--- src/rtl/core/swhr_pkg.sv ---
`timescale 1ns / 1ps

package swhr_pkg;

  typedef enum logic [1:0] {
    PH_IDLE    = 2'd0,
    PH_DRIVE   = 2'd1,
    PH_RELEASE = 2'd2,
    PH_LISTEN  = 2'd3
  } phase_t;

  // configuration register indexes
  localparam logic [7:0] REG_START_LOW_TICKS = 8'd0;
  localparam logic [7:0] REG_RELEASE_TICKS   = 8'd1;
  localparam logic [7:0] REG_ONE_THRESHOLD   = 8'd2;
  localparam logic [7:0] REG_RUN_TIMEOUT     = 8'd3;

  localparam logic [14:0] START_LOW_RESET = 15'd18000;
  localparam logic [7:0]  RELEASE_RESET   = 8'd40;
  localparam logic [7:0]  THRESHOLD_RESET = 8'd16;
  localparam logic [7:0]  TIMEOUT_RESET   = 8'd255;

  localparam logic [5:0] DATA_BITS     = 6'd40;
  localparam logic [6:0] FIRST_BIT_TRN = 7'd4;

  typedef struct packed {
    logic [14:0] start_low_ticks;
    logic [7:0]  release_ticks;
    logic [7:0]  one_threshold;
    logic [7:0]  run_timeout;
  } cfg_t;

  typedef struct packed {
    phase_t          phase;
    logic [14:0]     phase_ticks;
    logic [7:0]      run_length;
    logic            previous_level;
    logic [6:0]      transition_index;
    logic [5:0]      bit_count;
    logic [4:0][7:0] rx_bytes;   // index 0 is the first byte received
  } state_t;

  typedef struct packed {
    logic            drive_low;
    logic            busy_res;
    logic            done_res;
    logic            reading_ok;
    logic [3:0][7:0] data_bytes;
  } result_t;

endpackage

--- src/rtl/core/single_wire_humidity_sensor_reader.sv ---
`timescale 1ns / 1ps

// Single-wire humidity/temperature sensor reader. Feed one item per microsecond
// tick with the sampled wire level and a start request; every item returns one
// result with the wire drive, busy and, on the tick the reading ends, done, ok
// and the four data bytes. The protocol state and one result register sit
// either side of a single pass of step logic, so a new item is taken every
// cycle unless the result register is full and not being taken.
// Configuration writes are taken at once and must arrive while the block is idle.
module single_wire_humidity_sensor_reader #(
  parameter int MAX_TRANSITIONS = 85
) (
  input  logic        clk,
  input  logic        rst,
  // configuration
  input  logic        cfg_valid,
  output logic        cfg_ready,
  input  logic [7:0]  cfg_index,
  input  logic [15:0] cfg_data,
  // input items
  input  logic        s_tvalid,
  output logic        s_tready,
  input  logic [7:0]  s_tdata,   // [0] start_request, [1] wire_level, [7:2] zero
  // result items
  output logic        m_tvalid,
  input  logic        m_tready,
  output logic [39:0] m_tdata    // [0] drive_low, [1] busy_res, [2] done_res,
                                 // [3] reading_ok, [11:4] humidity_whole,
                                 // [19:12] humidity_fraction,
                                 // [27:20] temperature_whole,
                                 // [35:28] temperature_fraction, [39:36] zero
);

  swhr_pkg::cfg_t    cfg;
  swhr_pkg::state_t  state;
  swhr_pkg::state_t  state_next;
  swhr_pkg::result_t result;
  logic              in_accept;

  assign cfg_ready = 1'b1;
  assign s_tready  = !m_tvalid || m_tready;
  assign in_accept = s_tvalid && s_tready;

  always_ff @(posedge clk) begin
    if (rst) begin
      cfg.start_low_ticks <= swhr_pkg::START_LOW_RESET;
      cfg.release_ticks   <= swhr_pkg::RELEASE_RESET;
      cfg.one_threshold   <= swhr_pkg::THRESHOLD_RESET;
      cfg.run_timeout     <= swhr_pkg::TIMEOUT_RESET;
    end else if (cfg_valid) begin
      case (cfg_index)
        swhr_pkg::REG_START_LOW_TICKS: cfg.start_low_ticks <= cfg_data[14:0];
        swhr_pkg::REG_RELEASE_TICKS:   cfg.release_ticks   <= cfg_data[7:0];
        swhr_pkg::REG_ONE_THRESHOLD:   cfg.one_threshold   <= cfg_data[7:0];
        swhr_pkg::REG_RUN_TIMEOUT:     cfg.run_timeout     <= cfg_data[7:0];
        default: ;
      endcase
    end
  end

  swhr_step #(
    .MAX_TRANSITIONS(MAX_TRANSITIONS)
  ) u_step (
    .state        (state),
    .cfg          (cfg),
    .start_request(s_tdata[0]),
    .wire_level   (s_tdata[1]),
    .state_next   (state_next),
    .result       (result)
  );

  always_ff @(posedge clk) begin
    if (rst) begin
      state.phase            <= swhr_pkg::PH_IDLE;
      state.phase_ticks      <= '0;
      state.run_length       <= '0;
      state.previous_level   <= 1'b1;
      state.transition_index <= '0;
      state.bit_count        <= '0;
      state.rx_bytes         <= '0;
    end else if (in_accept) begin
      state <= state_next;
    end
  end

  always_ff @(posedge clk) begin
    if (rst) begin
      m_tvalid <= 1'b0;
    end else if (in_accept) begin
      m_tvalid <= 1'b1;
    end else if (m_tready) begin
      m_tvalid <= 1'b0;
    end
  end

  // hold the result while the far side stalls
  always_ff @(posedge clk) begin
    if (in_accept) begin
      m_tdata <= {4'd0, result.data_bytes[3], result.data_bytes[2],
                  result.data_bytes[1], result.data_bytes[0],
                  result.reading_ok, result.done_res, result.busy_res,
                  result.drive_low};
    end
  end

  a_result_follows: assert property (@(posedge clk) disable iff (rst)
    in_accept |=> m_tvalid)
    else $error("accepted item left no result");

  a_busy_tracks_phase: assert property (@(posedge clk) disable iff (rst)
    in_accept |=> (m_tdata[1] == (state.phase != swhr_pkg::PH_IDLE)))
    else $error("busy flag disagrees with phase");

  a_counts_bounded: assert property (@(posedge clk) disable iff (rst)
    (state.bit_count <= swhr_pkg::DATA_BITS) &&
    (state.transition_index <= 7'(MAX_TRANSITIONS)))
    else $error("bit or transition count out of range");

  a_ok_with_done: assert property (@(posedge clk) disable iff (rst)
    in_accept && result.reading_ok |-> result.done_res && state.phase == swhr_pkg::PH_LISTEN)
    else $error("ok raised outside the ending tick");

endmodule

--- src/rtl/core/swhr_step.sv ---
`timescale 1ns / 1ps

module swhr_step #(
  parameter int MAX_TRANSITIONS = 85
) (
  input  swhr_pkg::state_t  state,
  input  swhr_pkg::cfg_t    cfg,
  input  logic              start_request,
  input  logic              wire_level,
  output swhr_pkg::state_t  state_next,
  output swhr_pkg::result_t result
);

  localparam logic [6:0] MaxTrn = 7'(MAX_TRANSITIONS);

  swhr_pkg::state_t s;
  logic [14:0] tick_inc;
  logic [8:0]  run_inc;
  logic [7:0]  sum;
  logic [2:0]  byte_sel;
  logic        done;

  always_comb begin
    s        = state;
    result   = '0;
    done     = 1'b0;
    tick_inc = '0;
    run_inc  = '0;
    sum      = '0;
    byte_sel = '0;

    // a start is taken only when idle; the same tick is the first low tick
    if (state.phase == swhr_pkg::PH_IDLE && start_request) begin
      s.phase            = swhr_pkg::PH_DRIVE;
      s.phase_ticks      = '0;
      s.run_length       = '0;
      s.transition_index = '0;
      s.bit_count        = '0;
      s.rx_bytes         = '0;
    end

    tick_inc = s.phase_ticks + 15'd1;

    case (s.phase)
      swhr_pkg::PH_DRIVE: begin
        result.drive_low = 1'b1;
        s.phase_ticks    = tick_inc;
        if (tick_inc >= cfg.start_low_ticks) begin
          s.phase       = swhr_pkg::PH_RELEASE;
          s.phase_ticks = '0;
        end
      end
      swhr_pkg::PH_RELEASE: begin
        s.phase_ticks = tick_inc;
        if (tick_inc >= {7'd0, cfg.release_ticks}) begin
          s.phase          = swhr_pkg::PH_LISTEN;
          s.phase_ticks    = '0;
          s.previous_level = 1'b1;
          s.run_length     = '0;
        end
      end
      swhr_pkg::PH_LISTEN: begin
        if (wire_level == s.previous_level) begin
          run_inc = {1'b0, s.run_length} + 9'd1;
          if (run_inc >= {1'b0, cfg.run_timeout}) begin
            done = 1'b1;
          end else begin
            s.run_length = run_inc[7:0];
          end
        end else begin
          s.previous_level = wire_level;
          // even-indexed transitions from the fifth on close data bits
          if (s.transition_index >= swhr_pkg::FIRST_BIT_TRN && !s.transition_index[0] &&
              s.bit_count < swhr_pkg::DATA_BITS) begin
            byte_sel             = s.bit_count[5:3];
            s.rx_bytes[byte_sel] = {s.rx_bytes[byte_sel][6:0],
                                    (s.run_length > cfg.one_threshold)};
            s.bit_count          = s.bit_count + 6'd1;
          end
          s.transition_index = s.transition_index + 7'd1;
          s.run_length       = '0;
          if (s.transition_index >= MaxTrn) begin
            done = 1'b1;
          end
        end
        if (done) begin
          sum = s.rx_bytes[0] + s.rx_bytes[1] + s.rx_bytes[2] + s.rx_bytes[3];
          result.reading_ok = (s.bit_count >= swhr_pkg::DATA_BITS) &&
                              (s.rx_bytes[4] == sum);
          result.data_bytes = s.rx_bytes[3:0];
          s.phase           = swhr_pkg::PH_IDLE;
          s.phase_ticks     = '0;
        end
      end
      default: ;
    endcase

    result.done_res = done;
    result.busy_res = (s.phase != swhr_pkg::PH_IDLE);
    state_next      = s;
  end

endmodule
--- config.mk ---
export PLATFORM = sky130hd
export DESIGN_NAME = single_wire_humidity_sensor_reader
export DESIGN_NICKNAME = d
export VERILOG_FILES = /design/src/rtl/core/swhr_pkg.sv /design/src/rtl/core/single_wire_humidity_sensor_reader.sv /design/src/rtl/core/swhr_step.sv
export SDC_FILE = /design/constraint.sdc
export NUM_CORES = 1
export LEC_CHECK = 0
export BUFFER_PORTS_ARGS = -buffer_cell sky130_fd_sc_hd__buf_2
export CORE_MARGIN = 5
export CORE_UTILIZATION = 60
export CTS_CLUSTER_SIZE = 10
export DETAILED_ROUTE_END_ITERATION = 16
export MAX_ROUTING_LAYER = met4
export PLACE_DENSITY = 0.89
export SLEW_MARGIN = 10
export SYNTH_ARGS = -nofsm -noshare
export SYNTH_HDL_FRONTEND = slang
export SYNTH_SLANG_ARGS = --single-unit
--- constraint.sdc ---
create_clock -name clk -period 23.2 [get_ports clk]
set_input_delay 5.8 -clock clk [delete_from_list [all_inputs] [get_ports clk]]
set_output_delay 5.8 -clock clk [all_outputs]
set_load 0.01 [all_outputs]
==> metrics.yaml <==
wl_met1_mm: 9.05
coreArea_sq_um: 15100
ys_types: 78
clockRootBuffer: "clkbuf_16"
clock_path_buffers: 2
dp.cells: 1272
pre_cts_ws_ns: 11.21
critical_path_required_ns: 17.40
ys_seq_area_share_pct: 37.4
tightest_slew_ns: 1.23
finalNetCount: 1205
cts_sinks: 155
drive_above_1_share_pct: 12.5
rr_worst_depth: 19
reg2reg_from: "state[78]"
r2r_slack_ns: 16.71
cts-hold-fix-buffers: 0
highest_layer: "met4"
worst_skew_pair.late_latency_ns: 0.43
diodes: 0
dr.pass1.iters: 7
area_growth_syn_to_layout_pct: 11.4
viasPerCell: 6.28
dieHeight_um: 134
status: "finished, final reports clean"
postLayoutCoreUtil_pct: 68.1
startpoint: "m_tready"
synth_warnings: 0
layout_common_cells: "173 x nor2_1, 119 x dfxtp_1, 79 x nand2_1, 70 x inv_1, 67 x buf_2"
synth_edf_count: 36
async_reset_ff_share_pct: 0
r2r_end: "m_tdata[3]"
hp-class: "reg -> reg"
crit_type: "in -> out"
initial_utilization_pct: 61.1
io_pins: 80
grt_overflow_total: 0
arrival_ns: 6.19
vdd_drop_max_mv: 0.0588
postSynthAreaPerCell_sq_um: 8.67
cts_setup_buffers: 0
synthCells: 1067
drc: 0
cts.htree.levels: 4
cellLeakagePower_nw: 4.39
io_buffers: 67
crit_fanout: 3
slew_viol_final: 0
mostFrequentLayoutCell: "nor2_1"
grtUsageTotal_pct: 26.3
wirelength_mm: 22.8
cts_made_buffers: 17
die_width_um: 134
drt_first_iter_violations: 893
setup_viol_count_final: 0
tritoncts: "built"
wl_met3_mm: 2.05
wl_met2_mm: 10.9
final_cells: 1304
clk_pin_slew_ns: 0.06
antenna_left: 0
grt_max_degree: 87
critPathCaptureType: "primary output"
total_power_uw: 616
grt_pass1_wl_mm: 37.6
cts_resized: 0
final-seq-area_sq_um: 3460
cp-start-kind: "primary input"
relSlewSlack_pct: 18.1
vias: 8195
die_area_sq_um: 18000
fillers: 1108
min_period_over_period_pct: 51.7
ys_ff_latch: 155
synth-main-ff-cell: "dfxtp_1"
grt_setup_unrepaired: "false"
routedWlPerCell_um: 17.5
grt_pass1_vias: 7731
tns_ns: 0
fin_crit_ns: 11.99
power_density_nw_per_um2: 59.8
layout_setup_ws_ns: 11.21
antenna_found_initial: 0
syn_area_sq_um: 9250
endpoint: "s_tready"
fp-row-count: 45
place_congestion: 0.921
fin_worst_skew_ns: 0.0110
hold_viol: 0
fmax_mhz: 83.4
multi_input_area_sq_um: 5270
drv_cap: 0
hpwl_mm: 15.0
critical path, stage by stage:
cell and delay (ns):
buf_2 0.09, nand2b_1 0.15, buf_2 0.15
worst min-delay path by stage:
stage          slack [ns]  startpoint   endpoint  cells after the start
3_3_place_gp         0.46      cfg[5]     cfg[5]                      2
3_5_place_dp         0.47     cfg[19]    cfg[19]                      2
4_1_cts              0.49     cfg[12]    cfg[12]                      2
5_1_grt              0.52   state[31]  state[31]                      2
2_1_floorplan        0.44     cfg[12]    cfg[12]                      2
6_report             0.48     cfg[12]    cfg[12]                      2
cell families (layout without fill, tap and decap cells):
| family | after synthesis | count (layout) | share of synthesized area (%) |
|---|---|---|---|
| other | 2 | 5 | 0.0812 |
| adder cells (fa/ha/maj) | 65 | 65 | 9.93 |
| XOR/XNOR | 40 | 40 | 3.93 |
| AO/OA/AOI/OAI | 221 | 221 | 16.3 |
| multiplexers | 55 | 55 | 6.11 |
| AND/OR/NAND/NOR | 394 | 394 | 20.3 |
| buffers and inverters | 135 | 181 | 5.90 |
| flip-flops | 155 | 155 | 37.4 |
routing by layer:
layer,global-route usage (%),vias to the layer above
li1,-,3811
met1,32.2,3843
met2,42.4,459
met3,5.70,82
met4,10.8,0
met5,-,-
final cells by class:
| class | count | share of cell area [%] |
|---|---|---|
| multi-input cells | 780 | 51.1 |
| flip-flops and latches | 155 | 33.6 |
| clock buffers | 24 | 4.88 |
| repair buffers | 78 | 4.05 |
| inverters | 71 | 2.58 |
| well taps | 188 | 2.28 |
| clock inverters | 8 | 1.48 |
cell usage after synthesis (13+ instances only):
library cell	count	area, sq um
edfxtp_1	36	1080
nand2_1	79	297
nand4_1	13	81.3
buf_2	13	65.1
nor2_1	174	653
a22oi_1	28	210
ha_1	51	638
fa_1	14	280
and3_1	16	100
o21ai_0	25	125
a21oi_1	49	245
a31oi_1	22	138
and2_1	15	93.8
dfxtp_1	119	2380
xor2_1	16	140
inv_1	71	267
mux2i_1	52	521
clkbuf_1	39	146
xnor2_1	23	201
nor3_1	13	65.1
nand3_1	22	110
power by group:
part / switching [mW] / internal (mW) / leakage, nW / total, mW
Combinational: 0.0221 / 0.00800 / 2.75 / 0.0301
Clock: 0.109 / 0.196 / 0.321 / 0.305
Sequential: 0.00141 / 0.280 / 1.32 / 0.281
Total: 0.133 / 0.484 / 4.39 / 0.616
state kept, by name, indices dropped and copies added, names as in the netlist:
signal    flops
cfg          39
state        79
m_tvalid      1
m_tdata      36
metrics by stage:
step | hold slack (ns) | instance area (sq um)
after floorplan | 0.445 | 9260
after global placement | 0.459 | 9660
after detailed placement | 0.472 | 9660
after CTS | 0.488 | 10300
after global routing | 0.520 | 10300
final | 0.483 | 10300
(Power assumes the default switching activity.)
